File: config.mk
export PLATFORM = sky130hd
export DESIGN_NAME = sgt_sqrt
export DESIGN_NICKNAME = d
export VERILOG_FILES = /design/src/hdl/sgt_sqrt.sv
export SDC_FILE = /design/constraint.sdc
export NUM_CORES = 1
export LEC_CHECK = 0
export BUFFER_PORTS_ARGS = -buffer_cell sky130_fd_sc_hd__buf_2
export CAP_MARGIN = 40
export CORE_MARGIN = 1
export CORE_UTILIZATION = 40
export DETAILED_ROUTE_END_ITERATION = 10
export PLACE_DENSITY = 0.7
export SETUP_SLACK_MARGIN = 0.05
export SLEW_MARGIN = 20
export SYNTH_ARGS = -nofsm -noshare
export SYNTH_HDL_FRONTEND = slang
export SYNTH_SLANG_ARGS = --single-unit
export TNS_END_PERCENT = 100
File: constraint.sdc
create_clock -name clk_i -period 3.1 [get_ports clk_i]
set_clock_uncertainty 0.15 [all_clocks]
set_input_delay 0.465 -clock clk_i [delete_from_list [all_inputs] [get_ports clk_i]]
set_output_delay 0.465 -clock clk_i [all_outputs]
set_load 0.1 [all_outputs]
File: src/hdl/sgt_sqrt.sv
module sgt_sqrt #(
  parameter int unsigned ROOT_W = 23
) (
  input  logic                  clk_i,
  input  logic                  rst_ni,
  input  logic                  start_i,
  input  logic [2*ROOT_W-1:0]   value_i,
  output logic                  done_o,
  output logic [ROOT_W-1:0]     root_o
);

  localparam int unsigned VAL_W = 2 * ROOT_W;
  localparam int unsigned REM_W = ROOT_W + 2;
  localparam int unsigned CNT_W = $clog2(ROOT_W + 1);

  logic [VAL_W-1:0]  val_q, val_d;
  logic [REM_W-1:0]  rem_q, rem_d;
  logic [ROOT_W-1:0] root_q, root_d;
  logic [CNT_W-1:0]  cnt_q, cnt_d;
  logic              busy_q, busy_d;

  logic [REM_W+1:0]  rem_t;
  logic [REM_W+1:0]  trial;
  logic [REM_W+1:0]  diff;
  logic              fits;

  // one result bit per step: bring down two bits, try root*4+1
  always_comb begin
    rem_t = {rem_q, val_q[VAL_W-1 -: 2]};
    trial = {2'b00, root_q, 2'b01};
    fits  = rem_t >= trial;
    diff  = rem_t - trial;
  end

  always_comb begin
    val_d  = val_q;
    rem_d  = rem_q;
    root_d = root_q;
    cnt_d  = cnt_q;
    busy_d = busy_q;
    if (start_i) begin
      val_d  = value_i;
      rem_d  = '0;
      root_d = '0;
      cnt_d  = CNT_W'(ROOT_W);
      busy_d = 1'b1;
    end else if (busy_q) begin
      if (cnt_q != '0) begin
        val_d  = {val_q[VAL_W-3:0], 2'b00};
        rem_d  = fits ? REM_W'(diff) : REM_W'(rem_t);
        root_d = {root_q[ROOT_W-2:0], fits};
        cnt_d  = cnt_q - 1'b1;
      end else begin
        busy_d = 1'b0;
      end
    end
  end

  always_ff @(posedge clk_i or negedge rst_ni) begin
    if (!rst_ni) begin
      busy_q <= 1'b0;
      cnt_q  <= '0;
    end else begin
      busy_q <= busy_d;
      cnt_q  <= cnt_d;
    end
  end

  always_ff @(posedge clk_i) begin
    val_q  <= val_d;
    rem_q  <= rem_d;
    root_q <= root_d;
  end

  assign done_o = busy_q && (cnt_q == '0);
  assign root_o = root_q;

`ifndef ASSERT_OFF
  a_root_floor: assert property (@(posedge clk_i) disable iff (!rst_ni)
    done_o |-> rem_q <= {1'b0, root_q, 1'b0})
    else $error("square root remainder exceeds twice the root");
`endif

endmodule

==> flow_summary.ini, run 1 <==
[clocking]
cts-root-buf = clkbuf_16
clock_path_buffers = 2
clock-sinks = 100
clk_latency_ns = 0.35
h-tree-depth = 3
cts_tree = built
cts_buffers = 9
path_clk_slew_ns = 0.08

[synth]
syn_inst = 572
synth-seq-cells = 100
synth-compound-area-share = 0.176
synthXorXnorAreaFrac = 0.0382
synth_edf_count = 46
synth_adder_area_share = 0.0614
synth_top_family_by_area = compound AO/OA/AOI/OAI gates
synthSimpleGateAreaFrac = 0.132
ys_async_sr_fraction = 0.0600
synth_nets = 648
ys_types = 58
avgSynthCellArea_um2 = 9.61
synthMuxAreaShare = 0.0901
ys_seq_area_frac = 0.453
netlist_area_um2 = 5500
synth_flop_cell = dfxtp_1
yosysWarnings = 0

[global_route]
grt_max_degree = 76
grt_pass1_wl_mm = 20.9
antenna_found_initial = 0
grt_pass1_vias = 4375
track_usage = 0.184
grt-ovfl-total = 0

[floorplan]
core_um2 = 13300
start_util = 0.412
dieArea_um2 = 14200
std_cell_rows = 42
ios = 73
chipWidth_um = 119
die_h_um = 119

[hold_path]
min_path_cells = 2
hold_class = input port to register
worstHoldStart = value_i[0]
hold_end = val_q[0]

[worst_setup_path]
rr_worst_depth = 12
critPathCaptureType = register
crit_type = register to register
cp.required_ns = 3.23
cpMaxStageDelayCell = o31a_4
cpPeakStageDelay_ns = 0.41
critPathMaxFanout = 10
reg2reg_slack_ns = 0.17
rr_startpoint = root_o[3]
timing.rr.end = rem_q[4]
crit_path_start_kind = register
path_delay_family = compound AO/OA/AOI/OAI gates
path_buf_inv = 3
cp.arrival_ns = 3.06
worstPathCellList = inv_1 > ha_1 > buf_4 > o21a_1 > o211ai_1 > o31a_4 > a31oi_4 > a311oi_4 > o21a_2 > buf_12 > or3_1 > a31oi_2

[timing]
worstMarginPinSlew_ns = 0.736
setup_violations = 0
fin_crit_sh = 0.945
hold_viol = 0
rsz0062_at_grt = false
maxSlewViolCount = 0
fmax_ghz = 0.341
finalCriticalPeriod_ns = 2.93
max_slew_margin = 0.497
finalSetupTns_ns = 0
finalWorstSetupSlack_ns = 0.171

[drt]
ant_nets = 0
viasPerCell = 5.39
drtPass1Iterations = 5
routed_wl_mm = 12.7
routedWlPerCell_um = 15.2
drt_iter0_drc = 262
route.detailed.drc = 0
vias = 4511

[final_layout]
areaGrowthSynthToFinish_pct = 20.0
multi_input_area_um2 = 2750
diodes = 0
fillCellCount = 1230
finalNetCount = 732
regArea_um2 = 2540
stdcell_count = 837
final_layout_size_suffix_gt1_frac = 0.295

[placed_design]
dp_hpwl_mm = 8.90
port_buffers = 72
gp_congestion = 0.877
place_ws_ns = 0.0989
dp.cells = 815

[pwr]
p_seq_frac = 0.284
irDropWorstVdd_mv = 0.462
swShare = 0.399
switchingPower_uw = 2450
p_per_area_nw_per_um2 = 932
p_comb_frac = 0.522
p_int_uw = 3700
clkPwrFrac = 0.195
total_leakage_power_uw = 0.00265

[outcome]
outcome = complete, no violations

[run]
max_cap_viol_count = 0
what timing repair did:
action                                  4_1_cts  5_1_grt
buffers inserted                              0        4
endpoints found under the setup margin        0       25
hold buffers                                  1        0
hold endpoints to repair                      6        0
resized for setup                             0        2
cells by family after synthesis:
| kind of cell | after synthesis |
|---|---|
| and+or+nand+nor | 160 |
| AOI/OAI and AO/OA | 152 |
| DFF | 100 |
| buffers and inverters | 65 |
| muxes | 44 |
| adders and majority gates | 27 |
| xor gates and xnor gates | 24 |
worst max-delay path by stage:
| stage | from | to | cells past startpoint |
|---|---|---|---|
| final | root_o[3] | rem_q[4] | 12 |
| after global routing | root_o[15] | rem_q[24] | 11 |
| after detailed placement | root_o[2] | rem_q[7] | 11 |
| after floorplan | root_o[22] | rem_q[23] | 7 |
| after global placement | root_o[2] | rem_q[14] | 11 |
| after CTS | root_o[2] | rem_q[7] | 11 |
cells in the mapped netlist (all sizes together), types with 4 or more instances:
| library cell | number | area (µm²) |
|---|---|---|
| nand2 | 91 | 342 |
| a21oi | 55 | 275 |
| dfxtp | 48 | 961 |
| edfxtp | 46 | 1380 |
| mux2 | 44 | 495 |
| o21ai | 36 | 180 |
| inv | 34 | 128 |
| ha | 27 | 338 |
| clkbuf | 24 | 90.1 |
| nor2 | 18 | 70.1 |
| xnor2 | 17 | 149 |
| a31oi | 14 | 109 |
| nor3 | 9 | 50.1 |
| o21a | 8 | 61.3 |
| a211oi | 7 | 52.6 |
| a21o | 7 | 52.6 |
| buf | 7 | 52.6 |
| nand3 | 7 | 35.0 |
| xor2 | 7 | 61.3 |
| dfrtp | 6 | 150 |
| nand2b | 6 | 37.5 |
| nand4 | 6 | 37.5 |
| nor2b | 5 | 31.3 |
| and3 | 4 | 25.0 |
area by class of cell:
type / instances / area share
flip-flops and latches: 100 / 0.384
clock inverters: 7 / 0.0135
clock buffers: 9 / 0.0341
multi-input cells: 407 / 0.417
repair buffers: 104 / 0.0982
inverters: 34 / 0.0193
well taps: 176 / 0.0334
power by group through the flow:
| stage | clock network [µW] | logic (µW) | registers (µW) |
|---|---|---|---|
| 3_3_place_gp | 0 | 2970 | 1760 |
| 6_report | 1200 | 3210 | 1740 |
| 2_1_floorplan | 0 | 2230 | 1820 |
| 4_1_cts | 1220 | 3060 | 1740 |
| 5_1_grt | 1280 | 3520 | 1770 |
| 3_5_place_dp | 0 | 3040 | 1770 |
registers in the layout (all words and copies together), names as in the netlist:
signal / cells
val_q: 46
rem_q: 25
busy_q: 1
cnt_q: 5
root_o: 23
placed cells by master, fill, tap and decap left out, types with 14 or more instances in the layout:
master / n
edfxtp_1: 46
inv_1: 34
o21ai_0: 34
dfxtp_2: 14
xnor2_1: 17
buf_2: 72
nor2_1: 17
a21oi_1: 55
buf_4: 28
dfxtp_1: 27
nand2_1: 90
ha_1: 27
mux2_2: 44
worst reg2reg max path: stages (launching register included):
cell and delay, ns:
dfxtp_4 0.36, inv_1 0.05, ha_1 0.15, buf_4 0.14, o21a_1 0.12, o211ai_1 0.12
o31a_4 0.41, a31oi_4 0.23, a311oi_4 0.17, o21a_2 0.27, buf_12 0.14, or3_1 0.35
a31oi_2 0.18
metal layers:
layer  vias up  global-route usage  share of wire
met5         -                   0              0
met4         0              0.0641          0.020
met3        27              0.0469          0.060
met2       149               0.295           0.47
met1      2125               0.239           0.45
li1       2210                   -              -
through the flow:
step	utilization	power [µW]	cell area, µm²	hold WS, ns
2_1_floorplan	-	4050	5550	0.0194
6_report	0.494	6150	6600	0.242
3_3_place_gp	0.465	4730	6210	0.142
5_1_grt	0.494	6570	6600	0.231
3_5_place_dp	0.465	4800	6210	0.151
4_1_cts	0.490	6020	6540	0.233
(Power assumes the default switching activity.)
==> inputs of run 2 (changes only) <==
--- a/config.mk
+++ b/config.mk
@@ -8,9 +8,9 @@
 export BUFFER_PORTS_ARGS = -buffer_cell sky130_fd_sc_hd__buf_2
 export CAP_MARGIN = 40
 export CORE_MARGIN = 1
-export CORE_UTILIZATION = 40
+export CORE_UTILIZATION = 52
 export DETAILED_ROUTE_END_ITERATION = 10
-export PLACE_DENSITY = 0.7
+export PLACE_DENSITY = 0.85
 export SETUP_SLACK_MARGIN = 0.05
 export SLEW_MARGIN = 20
 export SYNTH_ARGS = -nofsm -noshare
==> constraint.sdc (replaced) <==
create_clock -name clk_i -period 3.1 [get_ports clk_i]
set_clock_uncertainty 0.15 [all_clocks]
set_input_delay 0.465 -clock clk_i [delete_from_list [all_inputs] [get_ports clk_i]]
set_output_delay 0.465 -clock clk_i [all_outputs]
set_load 0.05 [all_outputs]
==> run 2 against run 1 <==
Net effect:
- clock-buffer cell count did not move
- clock power fell by 30%
- die area fell by 23%
- critical path type unchanged
- routed wire length fell by 1.4%
- hold slack got worse by 0.032 ns
- sequential share of layout area rose by 0.54 points
- critical endpoint is now rem_q[23]
- critical path depth fell by 1
==> flow_summary.ini, run 2 (synthesized netlist as in run 1, its figures left out) <==
[worst_setup_path]
worstPathCellList = inv_1 > ha_1 > or4_1 > nor3_2 > o31a_4 > a31oi_4 > a311oi_4 > buf_4 > nor2_1 > or4_1 > a21oi_1
path_delay_family = simple AND/OR/NAND/NOR gates
path_buf_inv = 2
startpoint = root_o[2]
critPathCaptureType = register
cp.arrival_ns = 3.17
cpPeakStageDelay_ns = 0.54
rr_startpoint = root_o[2]
crit_type = register to register
cpMaxStageDelayCell = or4_1
critPathMaxFanout = 6
worst_path_most_repeated_cell = or4_1
crit_path_start_kind = register
cp.required_ns = 3.27

[drt]
routedWlPerCell_um = 15.8
drt_iter0_drc = 277
ant_nets = 0
drtPass1Iterations = 5
route.detailed.drc = 0
viasPerCell = 5.71
vias = 4540
routed_wl_mm = 12.5

[final_layout]
regMostFlops = val_q
final_common_cell = nand2_1
areaGrowthSynthToFinish_pct = 16.7
final_layout_size_suffix_gt1_frac = 0.285
fin_area_um2 = 6420
diodes = 0
mostFrequentLayoutCells = 90 x nand2_1, 72 x buf_2, 55 x a21oi_1
largest_reg_flops = 46
finalNetCount = 730

[hold_path]
worstHoldStart = value_i[1]
hold_class = input port to register

[floorplan]
std_cell_rows = 37
ios = 73
die_h_um = 105
core_um2 = 10300
chipWidth_um = 105
dieArea_um2 = 11000
start_util = 0.535

[pwr]
finalPower_uw = 5800
irDropWorstVdd_mv = 0.420
p_per_area_nw_per_um2 = 903
total_leakage_power_uw = 0.00259

[clocking]
h-tree-depth = 3
path_clk_slew_ns = 0.11
clock_path_buffers = 2
cts-root-buf = clkbuf_8
cts_buffers = 9
clk_latency_ns = 0.38
clock-sinks = 100
cts_tree = built

[timing]
rsz0062_at_grt = true
setup_violations = 0
timing.hold.ws_ns = 0.210
worstMarginPinSlew_ns = 0.798
finalSetupTns_ns = 0
finalCriticalPeriod_ns = 3.00
hold_viol = 0
max_slew_margin = 0.461
fmax_ghz = 0.333
fin_crit_sh = 0.967
maxSlewViolCount = 0

[placed_design]
post_dp_cell_area_um2 = 6120
port_buffers = 72
gp_congestion = 0.879
dp_hpwl_mm = 8.69

[global_route]
grt_pass1_wl_mm = 20.7
antenna_found_initial = 0
track_usage = 0.235
grt_max_degree = 48
grt-ovfl-total = 0
grt_pass1_vias = 4358

[outcome]
outcome = complete, no violations

[run]
max_cap_viol_count = 0
[run 2: changes by cell type in the layout (fill, tap and decap cells not counted), moves of 3 or more]
| cell | before | now |
|---|---|---|
| dfxtp_1 | 27 | 41 |
| ha_1 | 27 | 23 |
| clkbuf_16 | 9 | 0 |
| dfxtp_2 | 14 | 7 |
| ha_2 | 0 | 3 |
| dfxtp_4 | 7 | 0 |
| clkbuf_8 | 0 | 9 |
[run 2: where the power goes]
group	internal (µW)	switching [µW]	leakage (µW)	total (µW)
sequential	1600	155	0.000950	1750
clock	320	525	0.0000985	845
combinational	1470	1730	0.00154	3200
[run 2: through the flow]
step / std cells / worst slack [ns] / utilization
2_1_floorplan: 572 / 0.0664 / -
3_3_place_gp: 772 / 0.194 / 0.595
3_5_place_dp: 772 / 0.0732 / 0.595
4_1_cts: 789 / 0.0849 / 0.615
5_1_grt: 795 / 0.00395 / 0.624
6_report: 795 / 0.101 / 0.624
[run 2: final timing paths]
kind | cells after the start | to | slack [ns]
setup / recovery | 11 | rem_q[23] | 0.10
hold / removal | 2 | val_q[1] | 0.21
setup reg to reg | 11 | rem_q[23] | 0.10
hold reg to reg | 2 | root_o[4] | 0.33
max in group asynchronous | 2 | cnt_q[1] | 2.38
min in group asynchronous | 2 | cnt_q[2] | 0.28
[run 2: metal layers]
metal	share of wire	track usage	up-vias	routed length (µm)
li1	-	-	2216	-
met1	0.44	0.298	2180	5460
met2	0.49	0.395	130	6130
met3	0.061	0.0561	14	762
met4	0.014	0.0755	0	178
met5	0	0	-	0
[run 2: layout make-up]
cell class / count / area (µm²)
fill: 848 / 3860
multi-input combinational: 407 / 2790
sequential: 100 / 2500
timing repair buffer: 102 / 626
tap: 136 / 170
inverter: 34 / 128
clock buffer: 9 / 124
clock inverter: 7 / 75.1
[run 2: timing repair]
action                                  4_1_cts  5_1_grt
hold buffers                                  1        0
gates resized for setup                       0       11
buffers inserted                              0        6
endpoints found under the hold margin         6        0
endpoints found under the setup margin        1        9
pin swaps                                     1        5
[run 2: worst register-to-register path, cell delays in order (launching register included)]
cell and delay (ns):
dfxtp_2 0.36, inv_1 0.05, ha_1 0.19, or4_1 0.54
nor3_2 0.14, o31a_4 0.20, a31oi_4 0.12, a311oi_4 0.38
buf_4 0.18, nor2_1 0.04, or4_1 0.41, a21oi_1 0.17
