==> config.mk <==
export PLATFORM = sky130hd
export DESIGN_NAME = sgt_apb_regs
export DESIGN_NICKNAME = d
export VERILOG_FILES = /design/src/hdl/sgt_pkg.sv /design/src/hdl/sgt_apb_regs.sv
export SDC_FILE = /design/constraint.sdc
export NUM_CORES = 1
export LEC_CHECK = 0
export ABC_CLOCK_PERIOD_IN_PS = 900
export BUFFER_PORTS_ARGS = -buffer_cell sky130_fd_sc_hd__buf_2
export CAP_MARGIN = 20
export CORE_MARGIN = 10
export CORE_UTILIZATION = 43
export CTS_CLUSTER_SIZE = 14
export DETAILED_ROUTE_END_ITERATION = 7
export HOLD_SLACK_MARGIN = 0.05
export PLACE_DENSITY = 0.8
export SLEW_MARGIN = 20
export SYNTH_ARGS = -nofsm -noshare
export SYNTH_HDL_FRONTEND = slang
export SYNTH_SLANG_ARGS = --single-unit
==> constraint.sdc <==
create_clock -name clk_i -period 0.9 [get_ports clk_i]
set_input_delay 0.045 -clock clk_i [delete_from_list [all_inputs] [get_ports clk_i]]
set_output_delay 0.045 -clock clk_i [all_outputs]
set_load 0.1 [all_outputs]
==> src/hdl/sgt_pkg.sv <==
package sgt_pkg;

  localparam int unsigned MAX_WIDTH_DEF  = 1024;
  localparam int unsigned GRAY_FRAC_DEF  = 12;

  localparam int unsigned PIXEL_W        = 8;
  localparam int unsigned OUT_W          = 23;
  localparam int unsigned ROW_W          = 12;
  localparam int unsigned DIM_W          = 13;
  localparam int unsigned WIDTH_REG_W    = 11;
  localparam int unsigned HEIGHT_REG_W   = 13;
  localparam int unsigned THRESH_W       = 11;
  localparam int unsigned MIN_DIM        = 3;
  localparam int unsigned MAX_HEIGHT     = 4096;

  localparam int unsigned APB_ADDR_W     = 4;
  localparam int unsigned APB_DATA_W     = 32;

  localparam logic [WIDTH_REG_W-1:0]  WIDTH_RESET  = 11'd640;
  localparam logic [HEIGHT_REG_W-1:0] HEIGHT_RESET = 13'd480;
  localparam logic [THRESH_W-1:0]     THRESH_RESET = 11'd200;

  // register indexes, byte address is 4 * index
  localparam logic [1:0] REG_WIDTH  = 2'd0;
  localparam logic [1:0] REG_HEIGHT = 2'd1;
  localparam logic [1:0] REG_THRESH = 2'd2;

  // luma weights in units of 1/10000
  localparam int unsigned WEIGHT_R = 2125;
  localparam int unsigned WEIGHT_G = 7154;
  localparam int unsigned WEIGHT_B = 721;

  typedef struct packed {
    logic [WIDTH_REG_W-1:0]  width;
    logic [HEIGHT_REG_W-1:0] height;
    logic [THRESH_W-1:0]     threshold;
  } cfg_t;

  typedef enum logic [2:0] {
    S_IDLE,
    S_WIN,
    S_GRAD,
    S_SQUARE,
    S_SUM,
    S_ROOT,
    S_DONE
  } state_e;

  // round weight / 10000 to the nearest step of 2^-frac_bits
  function automatic int unsigned gray_coef(int unsigned weight, int unsigned frac_bits);
    longint unsigned scaled;
    scaled = 64'(weight) * (64'd1 << frac_bits) + 64'd5000;
    return 32'(scaled / 64'd10000);
  endfunction

endpackage

==> src/hdl/sgt_apb_regs.sv <==
module sgt_apb_regs (
  input  logic                             clk_i,
  input  logic                             rst_ni,
  input  logic                             psel,
  input  logic                             penable,
  input  logic                             pwrite,
  input  logic [sgt_pkg::APB_ADDR_W-1:0]   paddr,
  input  logic [sgt_pkg::APB_DATA_W-1:0]   pwdata,
  output logic [sgt_pkg::APB_DATA_W-1:0]   prdata,
  output logic                             pready,
  output sgt_pkg::cfg_t                    cfg_o
);

  sgt_pkg::cfg_t cfg_q, cfg_d;
  logic [1:0]    idx;
  logic          wr_en;

  assign idx    = paddr[3:2];
  assign wr_en  = psel && penable && pwrite;
  assign pready = 1'b1;

  always_comb begin
    cfg_d = cfg_q;
    if (wr_en) begin
      unique case (idx)
        sgt_pkg::REG_WIDTH:  cfg_d.width     = pwdata[sgt_pkg::WIDTH_REG_W-1:0];
        sgt_pkg::REG_HEIGHT: cfg_d.height    = pwdata[sgt_pkg::HEIGHT_REG_W-1:0];
        sgt_pkg::REG_THRESH: cfg_d.threshold = pwdata[sgt_pkg::THRESH_W-1:0];
        default: ;
      endcase
    end
  end

  always_comb begin
    unique case (idx)
      sgt_pkg::REG_WIDTH:  prdata = sgt_pkg::APB_DATA_W'(cfg_q.width);
      sgt_pkg::REG_HEIGHT: prdata = sgt_pkg::APB_DATA_W'(cfg_q.height);
      sgt_pkg::REG_THRESH: prdata = sgt_pkg::APB_DATA_W'(cfg_q.threshold);
      default:             prdata = '0;
    endcase
  end

  always_ff @(posedge clk_i or negedge rst_ni) begin
    if (!rst_ni) begin
      cfg_q.width     <= sgt_pkg::WIDTH_RESET;
      cfg_q.height    <= sgt_pkg::HEIGHT_RESET;
      cfg_q.threshold <= sgt_pkg::THRESH_RESET;
    end else begin
      cfg_q <= cfg_d;
    end
  end

  assign cfg_o = cfg_q;

endmodule

==> results of run 1 <==
## synth_stat cells
cell and instances:
nand2_1 11, mux2_2 25, mux2_4 10, buf_2 4, nor3b_2 1, clkbuf_1 2
and3b_1 2, nand3_1 1, o21ai_0 11, dfstp_2 9, or3b_1 1, dfrtp_1 26
nor2b_1 1, conb_1 2, nor3_1 1, mux2i_1 11, buf_4 21
## cells by family after synthesis
kind of cell | count (synthesis) | synth area share
flip-flops | 35 | 0.5004
other | 2 | 0.004236
AND/OR/NAND/NOR | 18 | 0.05434
buffers and inverters | 27 | 0.1044
multiplexers | 46 | 0.3056
AO/OA/AOI/OAI | 11 | 0.03105
## stage by stage
stage	hold slack, ps	setup TNS (ps)	utilization
after detailed placement	-101.2	-13740	0.8811
after floorplan	-250.6	-11800	-
after global placement	-105.3	-11410	0.8811
==> run metrics, run 1 <==
Synth area leaders=dfrtp_1 (37%), mux2_2 (16%), dfstp_2 (13%); GPL Wtd Cong=0.7669; sequential element share of the synthesized area=0.5004; post-CTS sizing=49; Root Driver=clkbuf_8; Syn. warnings=0; # clock sinks=35; I/O pins=109; top cell type's share of synthesized area=0.3670; Synth area leader=dfrtp_1; Placed Instance Area=between 0.003 and 0.004 mm2; hpwl dp=roughly 5.2 mm; status=stopped before the end; cts bufs inserted=5; Yosys cell types=17; post-CTS setup repair buffer count=5; # H-tree levels=2; dpl cells=between 200 and 300; last stage reached=4_1_cts; Die Width=84.21 um; Mapped Cells=139; Post-Syn Area=0.001773 mm2; port buffer count=67; Yosys reg bits=35; Placement Setup Slack=-372.6 ps; FP Rows=23; Die Span Y=84.21 um; Hold Buf Count CTS=13; Longest Clk Path Bufs=2; Syn Area/Cell=12.76 um2; Log Error=[ERROR DPL-0033] detailed placement checks failed during check placement.; Initial Util=0.4432
==> run 2: changes to the inputs <==
Settings changed: CORE_UTILIZATION 43 to 40, CTS_CLUSTER_SIZE 14 to unset, HOLD_SLACK_MARGIN 0.05 to unset, PLACE_DENSITY 0.8 to unset, PLACE_DENSITY_LB_ADDON set to 0.15.
==> run 2 against run 1 <==
Effect of this change: the flow now finishes, with violations (negative setup slack); area after synthesis did not move; synthesized cell count unchanged.
==> run metrics, run 2 <==
status=finished with violations (was stopped before the end); failing checks=negative setup slack; most frequent cells in the layout=buf_12 (49), buf_6 (43), mux2_4 (25); final setup violating endpoints=66; Syn. warnings=0 (unchanged); DR vias=approximately 1500; Die Width=86.58 um (was 84.21 um); Critical Path Fanout Max=2; vias in the first global route=1830; DRC=0; Max Fclk=0.7056 GHz; Syn Area/Cell=12.76 um2 (unchanged); internal power=6.187 mW; synth cell count leaders=dfrtp_1 (26), mux2_2 (25), buf_4 (21) (unchanged); crit path kind=reg2out; Die Span Y=86.58 um (was 84.21 um); clk_lat worst skew=around 290 ps; hpwl dp=4.759 mm (was 5.174 mm); Routed Antenna Nets=0; Switching Power=6.206 mW; minimum clock period=1417 ps; Setup crit end kind=output port; worst endpoint data arrival time=1370 ps; FP Rows=24 (was 23); # clock sinks=35 (unchanged); clock share of power=0.100; Post-synth top flop=dfrtp_1 (unchanged); via/cell ratio=just under 5; DR pass1 iterations=4; most numerous cell in the Yosys netlist=dfrtp_1 (unchanged); clk_skew=0 ps; cts bufs inserted=5 (unchanged); max-slew violation count=0; top cell type's share of synthesized area=0.3670 (unchanged); Mapped Cells=139 (unchanged); combinational share of power=0.677; Post-Syn Area=0.001773 mm2 (unchanged); # H-tree levels=2 (unchanged); largest net degree at the start of global routing=36; sequential element share of the synthesized area=0.5004 (unchanged); Hold Slack=12.42 ps; sw frac=0.5008; ANT cells=0; routed len/inst=23.19 um; async set or reset register ratio after synthesis=1.000 (unchanged); area of the core=approximately 0.0043 mm2; Pwr Density=around 3100 mW/mm2; I/O pins=109 (unchanged); final worst slack=-517.3 ps; Yosys reg bits=35 (unchanged); layout cells sized above 1=0.8654; Initial Util=0.4100 (was 0.4432); final hold violations=0; Layout area overhead=122.9%; initial antenna violation count=0; GPL Wtd Cong=0.7334 (was 0.7669); Longest Clk Path Bufs=2 (unchanged); GRT Total Usage=0.1880; max reg flops=35; multi-input combinational cell area=0.001145 mm2; Iter 0 DRT Violations=between 40 and 50; post-route insts no fill=312; RSZ-0062 raised after global routing=yes; Fillers=between 100 and 150; sequential cell area=0.001001 mm2; Final period util=1.575; peak supply drop=about 2000 uV; Seq pwr share=0.223; Post-synth EDFFs=0 (unchanged); drt total wl=7.235 mm; Worst Hold Class=in2reg; Root Driver=clkbuf_8 (unchanged); # Max-Cap Violations=0; first-pass GRT wire length=~11 mm; dpl cells=290 (was 291); Reg clk slew, reported paths=80 ps; GRT overflow=0; Synth area leaders=dfrtp_1 (37%), mux2_2 (16%), dfstp_2 (13%) (unchanged); die area=~0.0075 mm2; Yosys cell types=17 (unchanged); Startpoint Class=register; port buffer count=67 (unchanged); commonest non-fill, non-tap cell in the layout=buf_12; LEAKAGE=about 1.7 nW; CTS tree=done; Final #Nets=300; Synth area leader=dfrtp_1 (unchanged); Req. time, crit path=850 ps
==> run 2: cell counts after synthesis <==
No cell type changed its count.
==> run 2: worst max-delay path: stages (launching register included) <==
cell and delay (ps):
dfstp_4 650, mux2i_4 90, o21ai_4 160, buf_12 190
==> run 2: power groups by stage <==
| stage | sequential, mW | combinational (mW) | clock, mW |
|---|---|---|---|
| 6_report | 2.76 | 8.39 | 1.24 |
| 3_5_place_dp | 2.68 | 7.86 | 0 |
| 4_1_cts | 2.74 | 8.21 | 1.20 |
| 3_3_place_gp | 2.64 | 7.75 | 0 |
| 2_1_floorplan | 5.37 | 2.17 | 0 |
| 5_1_grt | 2.81 | 8.60 | 1.31 |
==> run 2: cell type report <==
| class | instances | area share |
|---|---|---|
| timing repair buffer | 121 | 0.4175 |
| multi-input combinational | 96 | 0.2896 |
| sequential | 35 | 0.2532 |
| clock buffer | 7 | 0.02184 |
| tap | 52 | 0.01646 |
| clock inverter | 1 | 0.001266 |
==> run 2: per-layer routing <==
metal  share of wire  routed length [um]  up-vias  global-route usage
met2            0.55                3969       65              0.3450
met5               0                   0        -                   0
met3           0.080                 582       11             0.06379
met1            0.35                2561      790              0.1938
met4           0.017                 121        0             0.06333
li1                -                   -      677                   -
==> run 2: final timing paths <==
check / depth (start not counted) / from / slack, ps / end
worst max-delay path: 3 / cfg_o[16] / -520 / prdata[5]
worst min-delay path: 2 / pwdata[5] / 10 / cfg_o[5]
worst max register to register: 3 / cfg_o[15] / -200 / cfg_o[15]
worst min register to register: 1 / cfg_o[2] / 580 / cfg_o[2]
max in group asynchronous: 3 / rst_ni / 380 / cfg_o[33]
min in group asynchronous: 3 / rst_ni / 270 / cfg_o[5]
==> run 2: through the flow <==
stage	total power [mW]	setup slack (ps)	utilization	cell area, um2	setup TNS, ps
4_1_cts	12.15	-519.0	0.8900	3849	-13760
3_3_place_gp	10.39	-307.0	0.8105	3505	-11990
5_1_grt	12.72	-547.8	0.9141	3953	-16700
6_report	12.39	-517.3	0.9141	3953	-15160
2_1_floorplan	7.540	-629.9	-	2282	-11800
3_5_place_dp	10.54	-335.0	0.8105	3505	-13390
==> run 2: kinds of logic (layout without fill, tap and decap cells) <==
group | count (synthesis) | count (layout) | synth area share
AOI/OAI and AO/OA | 11 | 11 | 0.03105
muxes | 46 | 46 | 0.3056
buffers and inverters | 27 | 129 | 0.1044
other | 2 | 20 | 0.004236
DFF | 35 | 35 | 0.5004
and+or+nand+nor | 18 | 19 | 0.05434
==> run 2: repair_timing <==
item / in CTS / in global routing
pin swaps: 11 / 4
endpoints found under the hold margin: 37 / 0
setup endpoints to repair: 74 / 75
gates resized for setup: 50 / 18
gates cloned: 1 / 0
hold buffers: 3 / 0
buffers inserted: 2 / 15
Power figures use the tool's default switching activity.
==> run 3: changes to the inputs <==
Settings changed: ABC_CLOCK_PERIOD_IN_PS 900 to 1600.
Clock period 0.9 ns to 1.6 ns, I/O delays scaled along.
==> run 3 against run 2 <==
Effect of this change: the run now ends clean; combinational power is 61% lower; register-to-register slack better by 970 ps; design area is 33% lower; non-clock buffer count is 41 lower; critical path depth stayed put; count of clock-buffer cells in the layout is 1 lower; utilization is 30 points lower; first-iteration DRC count is 30% higher; worst hold slack better by 18 ps; die area stayed put; largest power group unchanged; highest routed layer unchanged.
==> run metrics, run 3 (synthesis results as in run 2) <==
status=finished clean (was finished with violations); minimum clock period=1445 ps; Setup crit end kind=output port (unchanged); Req. time, crit path=1520 ps (was 850 ps); Fillers=364 (was 142); I/O pins=109 (unchanged); DR vias=1278 (was 1543); setup tns final=0 ps (was -15160 ps); RSZ-0062 raised after global routing=no (was yes); Pwr Density=2083 mW/mm2 (was 3135 mW/mm2); final design utilization=0.6126 (was 0.9141); Placed Instance Area=0.002506 mm2 (was 0.003505 mm2); port buffer count=67 (unchanged); Die Span Y=86.58 um (unchanged); hpwl dp=3.870 mm (was 4.759 mm); GRT overflow=0 (unchanged); DRC=0 (unchanged); Routed Antenna Nets=0 (unchanged); first-pass GRT wire length=7.790 mm (was 10.84 mm); post-route cell area=0.002649 mm2 (was 0.003953 mm2); # clock sinks=35 (unchanged); # Max-Cap Violations=0 (unchanged); Critical Path Fanout Max=3 (was 2); GRT Total Usage=0.1327 (was 0.1880); final hold violations=0 (unchanged); CTS tree=done (unchanged); peak supply drop=1136 uV (was 1986 uV); Iter 0 DRT Violations=61 (was 47); die area=0.007495 mm2 (unchanged); Startpoint Class=register (unchanged); ANT cells=0 (unchanged); cts bufs inserted=5 (unchanged); GPL Wtd Cong=0.7090 (was 0.7334); Final #Nets=258 (was 300); Max Fclk=between 0.6 and 0.7 GHz; clk_skew=0 ps (unchanged); routed len/inst=17.92 um (was 23.19 um); Worst Hold Class=in2reg (unchanged); via/cell ratio=4.733 (was 4.946); most frequent cells in the layout=buf_2 (56), mux2_2 (25), conb_1 (20) (was buf_12 (49), buf_6 (43), mux2_4 (25)); DR pass1 iterations=4 (unchanged); worst endpoint data arrival time=1360 ps (was 1370 ps); sequential cell area=932.1 um2 (was 0.001001 mm2); Die Width=86.58 um (unchanged); multi-input combinational cell area=918.4 um2 (was 0.001145 mm2); max reg flops=35 (unchanged); vias in the first global route=1491 (was 1830); area of the core=0.004324 mm2 (unchanged); # H-tree levels=2 (unchanged); Final period util=0.9030; largest net degree at the start of global routing=36 (unchanged); FP Rows=24 (unchanged); Root Driver=clkbuf_8 (unchanged); post-CTS sizing=0 (was 50); LEAKAGE=1.255 nW (was 1.719 nW); drt total wl=4.839 mm (was 7.235 mm); Layout area overhead=49.40% (was 122.9%); layout cells sized above 1=0.7706 (was 0.8654); clk_lat worst skew=280 ps (was 290 ps); crit path kind=reg2out (unchanged); Longest Clk Path Bufs=2 (unchanged); max-slew violation count=0 (unchanged); final setup violating endpoints=0 (was 66); Reg clk slew, reported paths=70 ps (was 80 ps); post-CTS setup repair buffer count=0 (was 2); commonest non-fill, non-tap cell in the layout=buf_2 (was buf_12); initial antenna violation count=0 (unchanged); Initial Util=0.4100 (unchanged)
-- run 3: through the flow --
| stage | worst slack [ps] | total power, mW | hold slack, ps | cells |
|---|---|---|---|---|
| finish | 155.2 | 5.517 | 30.16 | 270 |
| global route | 106.8 | 5.711 | 35.58 | 270 |
| CTS | 142.2 | 5.563 | 16.36 | 270 |
| detailed placement | 246.1 | 4.616 | 145.9 | 261 |
| global placement | 264.2 | 4.574 | 134.8 | 261 |
| floorplan | 6.570 | 4.012 | -215.6 | 157 |
-- run 3: area by class of cell --
cell class,instances,area share
Clock buffer,6,0.02740
Clock inverter,2,0.02267
Multi-Input combinational cell,95,0.3467
Sequential cell,35,0.3519
Tap cell,52,0.02456
Timing Repair Buffer,80,0.2267
-- run 3: layer usage --
layer | share of wire | up-vias | routed length, um | GRT usage
li1 | - | 592 | - | -
met1 | 0.37 | 637 | 1812 | 0.1408
met2 | 0.52 | 45 | 2528 | 0.2309
met3 | 0.095 | 4 | 462 | 0.06191
met4 | 0.0074 | 0 | 36 | 0.03535
met5 | 0 | - | 0 | 0
-- run 3: worst paths after layout --
check                           start         to  slack (ps)  depth (start not counted)
max in group asynchronous      rst_ni  cfg_o[17]         880                          3
max reg2reg                 cfg_o[17]  cfg_o[17]         770                          1
min                        pwdata[11]  cfg_o[22]          30                          2
max                         cfg_o[16]  prdata[5]         160                          3
min in group asynchronous      rst_ni  cfg_o[32]         370                          3
min reg2reg                 cfg_o[14]  cfg_o[14]         530                          1
-- run 3: what timing repair did --
item,CTS,global route
hold endpoints to repair,26,0
endpoints found under the setup margin,0,0
hold buffers,1,0
-- run 3: report_power, final --
part           internal [mW]  total [mW]  switching [mW]
sequential              1.17        1.34           0.169
clock                  0.623       0.937           0.314
combinational          0.674        3.24            2.56
total                   2.47        5.52            3.05
-- run 3: critical path: stages, from the launching register on --
cell and delay [ps]:
dfstp_4 630, mux2i_2 80, o21ai_4 170, buf_12 190
==> run 4: changes to the inputs <==
Settings changed: HOLD_SLACK_MARGIN set to 0.06.
==> run 4 against run 3 <==
Effect of this change: clock power is essentially flat; maximum frequency shrank 0.44%; clock skew is the same; design area grew 4.9%; routed wire length grew 2.4%; register-to-register slack is essentially flat; cell count grew 4.8%; highest routed layer unchanged.
==> run metrics, run 4 (synthesis results as in run 2) <==
status=finished clean (unchanged); minimum clock period=1451 ps (was 1445 ps); Worst Hold Class=in2async (was in2reg); Reg clk slew, reported paths=70 ps (about the same); DRC=0 (unchanged); post-CTS sizing=0 (unchanged); worst endpoint data arrival time=1370 ps (was 1360 ps); Initial Util=0.4100 (unchanged); setup tns final=0 ps (unchanged); first-pass GRT wire length=8.107 mm (was 7.790 mm); DR vias=1325 (was 1278); Crit path largest cell delay=630 ps (about the same); Pwr Density=1994 mW/mm2 (was 2083 mW/mm2); Root Driver=clkbuf_8 (unchanged); Final period util=0.9069 (was 0.9030); GPL Wtd Cong=0.7090 (unchanged); Placed Instance Area=0.002506 mm2 (unchanged); initial antenna violation count=0 (unchanged); vias in the first global route=1549 (was 1491); largest net degree at the start of global routing=36 (unchanged); max-slew violation count=0 (unchanged); ANT cells=0 (unchanged); cts bufs inserted=5 (unchanged); Startpoint Class=register (unchanged); layout cells sized above 1=0.7273 (was 0.7706); clk_lat worst skew=280 ps (about the same); drt total wl=4.953 mm (was 4.839 mm); Setup crit end kind=output port (unchanged); hpwl dp=3.870 mm (unchanged); final design utilization=0.6427 (was 0.6126); # Max-Cap Violations=0 (unchanged); Hold Buf Count CTS=14 (was 1); post-CTS setup repair buffer count=0 (unchanged); Max Fclk=0.6891 GHz (was 0.6922 GHz); Die Span Y=86.58 um (unchanged); Critical Path Fanout Max=3 (unchanged); max reg flops=35 (unchanged); post-route insts no fill=283 (was 270); worst path cell trace=mux2i_2 > o21ai_4 > buf_12 (unchanged); Die Width=86.58 um (unchanged); dpl cells=261 (unchanged); clk_skew=0 ps (unchanged); post-route cell area=0.002779 mm2 (was 0.002649 mm2); Reg2Reg Setup Slack=770 ps (about the same); Iter 0 DRT Violations=101 (was 61); routed len/inst=17.50 um (was 17.92 um); worst r2r src=cfg_o[17] (unchanged); Longest Clk Path Bufs=2 (unchanged); Final #Nets=271 (was 258); die area=0.007495 mm2 (unchanged); Layout area overhead=56.74% (was 49.40%); CP bufs+invs=1 (unchanged); # clock sinks=35 (unchanged); Routed Antenna Nets=0 (unchanged); commonest non-fill, non-tap cell in the layout=buf_2 (unchanged); via/cell ratio=4.682 (was 4.733); LEAKAGE=1.309 nW (was 1.255 nW); # H-tree levels=2 (unchanged); I/O pins=109 (unchanged); Worst path depth=3 (unchanged); port buffer count=67 (unchanged); worst r2r dst=cfg_o[17] (unchanged); Slowest cell on crit path=dfstp_4 (unchanged); final setup violating endpoints=0 (unchanged); DR pass1 iterations=4 (unchanged); Req. time, crit path=1520 ps (about the same); Final Power=5.541 mW (was 5.517 mW); GRT overflow=0 (unchanged); peak supply drop=1137 uV (was 1136 uV); R2R depth=1 (unchanged); crit path kind=reg2out (unchanged); CTS tree=done (unchanged); final hold violations=0 (unchanged); crit-path leading delay family=flip-flops (unchanged); FP Rows=24 (unchanged); area of the core=0.004324 mm2 (unchanged); most frequent cells in the layout=buf_2 (56), mux2_2 (25), conb_1 (20) (unchanged); GRT Total Usage=0.1376 (was 0.1327); RSZ-0062 raised after global routing=no (unchanged)
[run 4: cell count changes in the layout (fill, tap and decap cells not counted), sizes merged]
cell         previous run  this run
dlygate4sd3             1        14
[run 4: worst max path at each step]
stage | from | end | slack, ps
after floorplan | cfg_o[33] | prdata[9] | 7
after detailed placement | pwrite | cfg_o[2] | 250
after global routing | cfg_o[16] | prdata[5] | 100
after global placement | pwrite | cfg_o[2] | 260
final | cfg_o[16] | prdata[5] | 150
after CTS | cfg_o[31] | prdata[7] | 140
[run 4: metrics by stage]
step	setup WS [ps]	hold WS (ps)
2_1_floorplan	6.570	-215.6
3_3_place_gp	264.2	134.8
3_5_place_dp	246.1	145.9
4_1_cts	142.2	384.3
5_1_grt	103.6	420.2
6_report	148.9	369.5
[run 4: metal layers]
metal | track usage | vias to the layer above | wire [um]
li1 | - | 620 | -
met4 | 0.03535 | 0 | 36
met5 | 0 | - | 0
met1 | 0.1470 | 656 | 1839
met2 | 0.2416 | 45 | 2622
met3 | 0.06004 | 4 | 455
[run 4: layout make-up]
cell class	count	area (um2)
clock buffers	6	72.57
clock inverters	2	60.06
fillers	356	1545
multi-input cells	95	918.4
flip-flops and latches	35	932.1
well taps	52	65.06
repair buffers	93	730.7
[run 4: report_power, final]
part | switching [mW] | internal (mW) | total (mW)
clock | 0.313 | 0.623 | 0.936
sequential | 0.168 | 1.17 | 1.34
combinational | 2.57 | 0.694 | 3.26
total | 3.05 | 2.49 | 5.54
[run 4: tightest hold or removal path: cells and delay by family]
kind,cells,cell delay (ps)
buffers and inverters,3,1010
